### config.mk
export PLATFORM = sky130hd
export DESIGN_NAME = gzob_ctrl
export DESIGN_NICKNAME = d
export VERILOG_FILES = /design/src/sv/gzob_pkg.sv /design/src/sv/gzob_ctrl.sv
export SDC_FILE = /design/constraint.sdc
export NUM_CORES = 1
export LEC_CHECK = 0
export BUFFER_PORTS_ARGS = -buffer_cell sky130_fd_sc_hd__clkbuf_2
export CORE_MARGIN = 5
export CORE_UTILIZATION = 39
export CTS_CLUSTER_SIZE = 14
export DETAILED_ROUTE_END_ITERATION = 10
export PLACE_DENSITY = 0.69
export SYNTH_ARGS = -nofsm -noshare
export SYNTH_HDL_FRONTEND = slang
export SYNTH_SLANG_ARGS = --single-unit
### constraint.sdc
create_clock -name clk -period 1.5 [get_ports clk]
set_clock_uncertainty 0.05 [all_clocks]
set_input_delay 0.3 -clock clk [delete_from_list [all_inputs] [get_ports clk]]
set_output_delay 0.3 -clock clk [all_outputs]
set_load 0.01 [all_outputs]
### src/sv/gzob_pkg.sv
package gzob_pkg;

	typedef enum logic [3:0] {
		ST_LOAD,
		ST_CLEAR,
		ST_INIT,
		ST_POP,
		ST_POP_WAIT,
		ST_CELL,
		ST_NBR,
		ST_NBR_WAIT,
		ST_NBR_UPD,
		ST_RES_RD,
		ST_RES_WAIT
	} gzob_state_t;

	localparam logic [7:0] DIST_INF = 8'd255;
	localparam logic [7:0] COST_CAP = 8'd254;
	localparam logic [6:0] OUT_CAP  = 7'd127;
	localparam logic [2:0] CFG_ROWS = 3'd0;
	localparam logic [2:0] CFG_COLS = 3'd1;

	// Stored arrow codes, which are also the neighbor step order.
	localparam logic [1:0] DIR_RIGHT = 2'd0;
	localparam logic [1:0] DIR_LEFT  = 2'd1;
	localparam logic [1:0] DIR_DOWN  = 2'd2;
	localparam logic [1:0] DIR_UP    = 2'd3;

	typedef struct packed {
		logic load_wr;
		logic ptr_clr;
		logic clr_start;
		logic clr_step;
		logic init;
		logic pop;
		logic cell_rd;
		logic cell_latch;
		logic nbr_start;
		logic nbr_rd;
		logic nbr_upd;
		logic nbr_next;
		logic res_rd;
		logic res_latch;
	} gzob_cmd_t;

	typedef struct packed {
		logic clr_done;
		logic dq_empty;
		logic cell_skip;
		logic nbr_valid;
		logic nbr_last;
	} gzob_sts_t;

endpackage

### src/sv/gzob_ctrl.sv
module gzob_ctrl
	import gzob_pkg::*;
(
	input  logic      clk,
	input  logic      arst_n,
	input  logic      in_valid,
	input  logic      in_last,
	output logic      in_ready,
	output logic      out_valid,
	input  logic      out_ready,
	input  gzob_sts_t sts,
	output gzob_cmd_t cmd
);

	gzob_state_t state_q, state_d;
	logic out_full_q;
	logic slot_free;

	assign slot_free = !out_full_q || out_ready;
	assign out_valid = out_full_q;

	always_ff @(posedge clk or negedge arst_n) begin
		if (!arst_n) begin
			state_q <= ST_LOAD;
		end else begin
			state_q <= state_d;
		end
	end

	// The output register holds one finished result until it is taken.
	always_ff @(posedge clk or negedge arst_n) begin
		if (!arst_n) begin
			out_full_q <= 1'b0;
		end else if (cmd.res_latch) begin
			out_full_q <= 1'b1;
		end else if (out_ready) begin
			out_full_q <= 1'b0;
		end
	end

	always_comb begin
		state_d = state_q;
		case (state_q)
			ST_LOAD:     if (in_valid && in_last) state_d = ST_CLEAR;
			ST_CLEAR:    if (sts.clr_done) state_d = ST_INIT;
			ST_INIT:     state_d = ST_POP;
			ST_POP:      state_d = sts.dq_empty ? ST_RES_RD : ST_POP_WAIT;
			ST_POP_WAIT: state_d = ST_CELL;
			ST_CELL:     state_d = sts.cell_skip ? ST_POP : ST_NBR;
			ST_NBR:      begin
				if (sts.nbr_valid) state_d = ST_NBR_WAIT;
				else if (sts.nbr_last) state_d = ST_POP;
			end
			ST_NBR_WAIT: state_d = ST_NBR_UPD;
			ST_NBR_UPD:  state_d = sts.nbr_last ? ST_POP : ST_NBR;
			ST_RES_RD:   state_d = ST_RES_WAIT;
			ST_RES_WAIT: if (slot_free) state_d = ST_LOAD;
			default:     state_d = ST_LOAD;
		endcase
	end

	always_comb begin
		cmd = '0;
		in_ready = 1'b0;
		case (state_q)
			ST_LOAD: begin
				in_ready = 1'b1;
				cmd.load_wr = in_valid;
				cmd.clr_start = in_valid && in_last;
			end
			ST_CLEAR:    cmd.clr_step = 1'b1;
			ST_INIT:     cmd.init = 1'b1;
			ST_POP:      cmd.pop = !sts.dq_empty;
			ST_POP_WAIT: cmd.cell_rd = 1'b1;
			ST_CELL:     begin
				cmd.cell_latch = 1'b1;
				cmd.nbr_start = 1'b1;
			end
			ST_NBR:      begin
				cmd.nbr_rd = sts.nbr_valid;
				cmd.nbr_next = !sts.nbr_valid;
			end
			ST_NBR_UPD:  begin
				cmd.nbr_upd = 1'b1;
				cmd.nbr_next = 1'b1;
			end
			ST_RES_RD:   cmd.res_rd = 1'b1;
			ST_RES_WAIT: begin
				cmd.res_rd = 1'b1;
				cmd.res_latch = slot_free;
				cmd.ptr_clr = slot_free;
			end
			default: ;
		endcase
	end

endmodule

# Yosys cells after proc, flatten, opt, wreduce, memory -nomap -nowiden
# Index checks and enable logic that the tools add are counted.
# totals
register_bits	5
latchBits	0
ram_bits	0
romBits	0
input_bits	10
elab_cells	49
n_memories	0
# classes
n_addsub	0
multipliers	0
div	0
magnitude_cmp	0
eq_ne	14
shift	0
muxes	24
bitwise_logic	0
reduce_logical	9
# op_table
operator	n
one-hot mux 4 bit (11 select lines)	1
2-to-1 mux 4 bit	6
equality test 4 x 3 -> 1 bit (second input constant)	4
2-to-1 mux 1 bit	13
equality test 4 bit (second input constant)	3
equality test 4 x 2 -> 1 bit (second input constant)	2
2-to-1 mux 3 bit	2
inequality test 2 bit (second input constant)	3
equality test 4 x 1 -> 1 bit (second input constant)	1
zero test 4 bit	1
AND reduction 4 bit	1
zero test 1 bit	3
inequality test 3 bit (second input constant)	1
2-to-1 mux 2 bit	1
one-hot mux 1 bit (2 select lines)	1
nonzero test 2 bit	1
OR reduction 2 bit	1
logical AND 1 bit	1
logical OR 1 bit	1

# Logic depth before layout (Yosys ltp)
# logic_depth
depth_word	4
ltp_mapped	4
depth_no_buf	3

# Worst setup path before layout
# Ideal clock, no wire load.
# synth_path
kind	register to output
start	reg state_q[3]
end	out cmd[2] (netlist name)
t_arrival_ns	1.236
required_time_ns	1.150
slack_ns	-0.086
stages_incl_launch_ff	5
n_path_buf	1
cell_sequence	dfrtp_1 -> buf_6 -> nand2b_1 -> or3_1 -> a21oi_1
# synth_rtl
element	line_no	text
from (decl)	gzob_ctrl.sv:15	gzob_state_t state_q, state_d;
from (signal assigned)	gzob_ctrl.sv:26	state_q <= state_d;
to (decl)	gzob_ctrl.sv:12	output gzob_cmd_t cmd

==> summary.md <==
| Metric | Value |
|---|---|
| EDFF count, synth | `0` |
| Share of flip-flops with an asynchronous set or reset | `100%` |
| Initial DRT Pass Iterations | `4` |
| Crit path time final | `1.74 ns` |
| Core area | `0.00127 mm^2` |
| Area growth, synth to finish | `92.2%` |
| CTS tree | `built` |
| Max stage delay on crit path | `0.43 ns` |
| Vias | `661` |
| Rows | `13` |
| Status | `finished with violations` |
| Non-Filler Instances | `119` |
| Crit path DAT | `1.39 ns` |
| DR vias/cell | `5.55` |
| Largest net degree at the start of global routing | `9` |
| Initial antenna violation count | `0` |
| Insertion delay to the later sink of the worst-skew pair | `0.24 ns` |
| RSZ-0062 raised after global routing | `true` |
| Die Ht | `46.2 um` |
| Critical path's slowest cell | `dfrtp_2` |
| Highest Clock Rate | `575 MHz` |
| Synth Register Bits | `5` |
| Crit-path cells | `nand2b_4 -> or3_4 -> a21oi_2 -> buf_2` |
| Final Cycle Share | `116%` |
| Count of pins over their slew limit | `0` |
| Int Power | `1.14 mW` |
| Post-synth top flop | `dfrtp_1` |
| Ant diodes | `0` |
| Reg2reg path depth | `3` |
| Layout cells sized above 1 | `71.2%` |
| Top Ports | `26` |
| Final hold slack | `0.322 ns` |
| Routed WL per cell | `15.9 um` |
| Critical Path Start Type | `register` |
| Max Cap Viol | `0` |
| Yosys top cell area share | `24.4%` |
| Post-route DRC | `0` |
| Leading area contributor after synthesis | `dfrtp_1` |
| Initial core utilization | `40.3%` |
| Average size of a mapped cell | `8.67 um^2` |
| Clock root buffer master | `clkbuf_4` |
| YS warnings | `0` |
| Post-synthesis sequential area ratio | `24.4%` |
| DRT Wirelength | `1.89 mm` |
| Worst setup margin | `-0.239 ns` |
| CTS H-Tree Depth | `1` |
| Area of the mapped netlist | `512 um^2` |
| Post-route ant nets | `0` |
| Final hold violation count | `0` |
| Worst slew margin | `77.7%` |
| Setup violators final | `16` |
| Switching part of the total power | `43.1%` |
| First-pass GRT wire length | `3.08 mm` |
| Fill count | `91` |
| P_leak | `0.468 nW` |
| Comb pwr share | `75.5%` |
| Hold Path Stages | `3` |
| Clock-pin slew on the worst setup and hold paths | `0.05 ns` |
| Critical Path End Type | `output pin` |
| Unique masters post-synth | `31` |
| Grt total ovfl | `0` |
| Violation count after the first detailed-routing iteration | `15` |
| Layout Nets | `115` |
| NetSw | `0.863 mW` |
| Net Count, Synth | `69` |
| Placed instance count | `108` |
| Die ar. | `0.00214 mm^2` |
| Clock Power Share | `7.7%` |
| Cell Pwr Density | `2030 mW/mm^2` |
| Post-DP HPWL | `1.19 mm` |
| Worst-Margin Slew | `0.334 ns` |
| Flop pwr share | `16.8%` |
| Critical path type | `reg2out` |
| Crit path required time | `1.15 ns` |
| Top cells by area, synth | `dfrtp_1, nand2b_1, nor3_1` |
| CTS Sinks | `5` |
| Max Fanout on Critical Path | `4` |
| Vias in the first global route | `716` |
| Failing checks | `setup timing` |
| Maximum vdd drop | `1.19 mV` |
| Count leader, synth | `nand2b_1` |
| CTS Buf Count | `3` |
| Clock Path Buffers | `2` |
| Hold crit path type | `in2reg` |
| Port buffer count | `25` |
| Routability-driven placement congestion ratio | `0.816` |
| Total GRT Usage | `19.9%` |
| Most frequent cells after synthesis | `nand2b_1, dfrtp_1, nor3_1` |
| Cells after Synth | `59` |
| Die width | `46.2 um` |
-- state kept, by name, indices dropped and copies added (netlist names) --
name / cells
state_q: 4
out_valid: 1
-- layout by cell type, fill, tap and decap left out, types with 3 or more instances in the layout --
master    instances
clkbuf_2         11
dfrtp_2           4
buf_4            16
nand2b_4          4
buf_6            10
clkbuf_4          3
nand2b_1          3
buf_2             9
-- worst max-delay path, delay by kind of cell (launching register included) --
family / cells / cell delay [ns]
buf+inv: 1 / 0.13
flops: 1 / 0.43
compound gates: 1 / 0.11
simple gates: 2 / 0.48
-- power groups by stage --
stage | clock network, mW | registers, mW | logic (mW)
after floorplan | 0 | 0.245 | 0.655
after global placement | 0 | 0.281 | 1.00
after detailed placement | 0 | 0.284 | 1.01
after CTS | 0.154 | 0.318 | 1.31
after global routing | 0.171 | 0.345 | 1.61
final | 0.154 | 0.336 | 1.51
-- kinds of logic (layout without fill, tap and decap cells) --
| group | after synthesis | after routing | synth area share, % |
|---|---|---|---|
| DFF | 5 | 5 | 24.4 |
| AOI/OAI and AO/OA | 15 | 15 | 22.5 |
| and+or+nand+nor | 31 | 31 | 39.9 |
| buffers and inverters | 8 | 53 | 13.2 |
-- worst paths after layout --
kind,startpoint,to,slack (ns)
setup / recovery,state_q[3],cmd[2],-0.24
hold / removal,sts[4],state_q[0],0.32
setup reg to reg,state_q[0],state_q[0],-0.07
hold reg to reg,out_valid,out_valid,0.63
max in group asynchronous,arst_n,state_q[2],0.89
min in group asynchronous,arst_n,state_q[3],0.36
-- timing repair --
action	4_1_cts	5_1_grt
endpoints found under the hold margin	5	0
gates cloned	0	0
endpoints found under the setup margin	16	16
hold buffers	1	0
pin swaps	9	5
buffers inserted	6	1
gates resized for setup	19	32
-- layer usage --
layer  vias to the layer above  global-route usage, %  part of all wire (%)
met2                        32                   35.7                    52
met3                         6                   2.73                   7.5
met4                         0                   6.25                   2.3
met1                       311                   23.9                    38
met5                         -                      0                     0
li1                        312                      -                     -
-- final cells by class --
type	count	area (um^2)	share of cell area [%]
Clock buffer	4	26.3	2.67
Multi-Input combinational cell	46	455	46.3
Tap cell	15	18.8	1.91
Inverter	2	10.0	1.02
Sequential cell	5	130	13.2
Timing Repair Buffer	47	343	34.9
-- metrics by stage --
| step | util (%) | area (um^2) | setup WS [ns] | total power, mW | setup TNS, ns |
|---|---|---|---|---|---|
| finish | 77.5 | 983 | -0.239 | 2.00 | -2.47 |
| global route | 77.5 | 983 | -0.295 | 2.13 | -3.30 |
| global placement | 56.3 | 714 | -0.0876 | 1.28 | -0.152 |
| floorplan | - | 515 | -0.0554 | 0.900 | -0.136 |
| CTS | 70.2 | 891 | -0.241 | 1.78 | -2.34 |
| detailed placement | 56.3 | 714 | -0.0871 | 1.29 | -0.133 |
No activity file was read; power rests on OpenSTA's default activity.
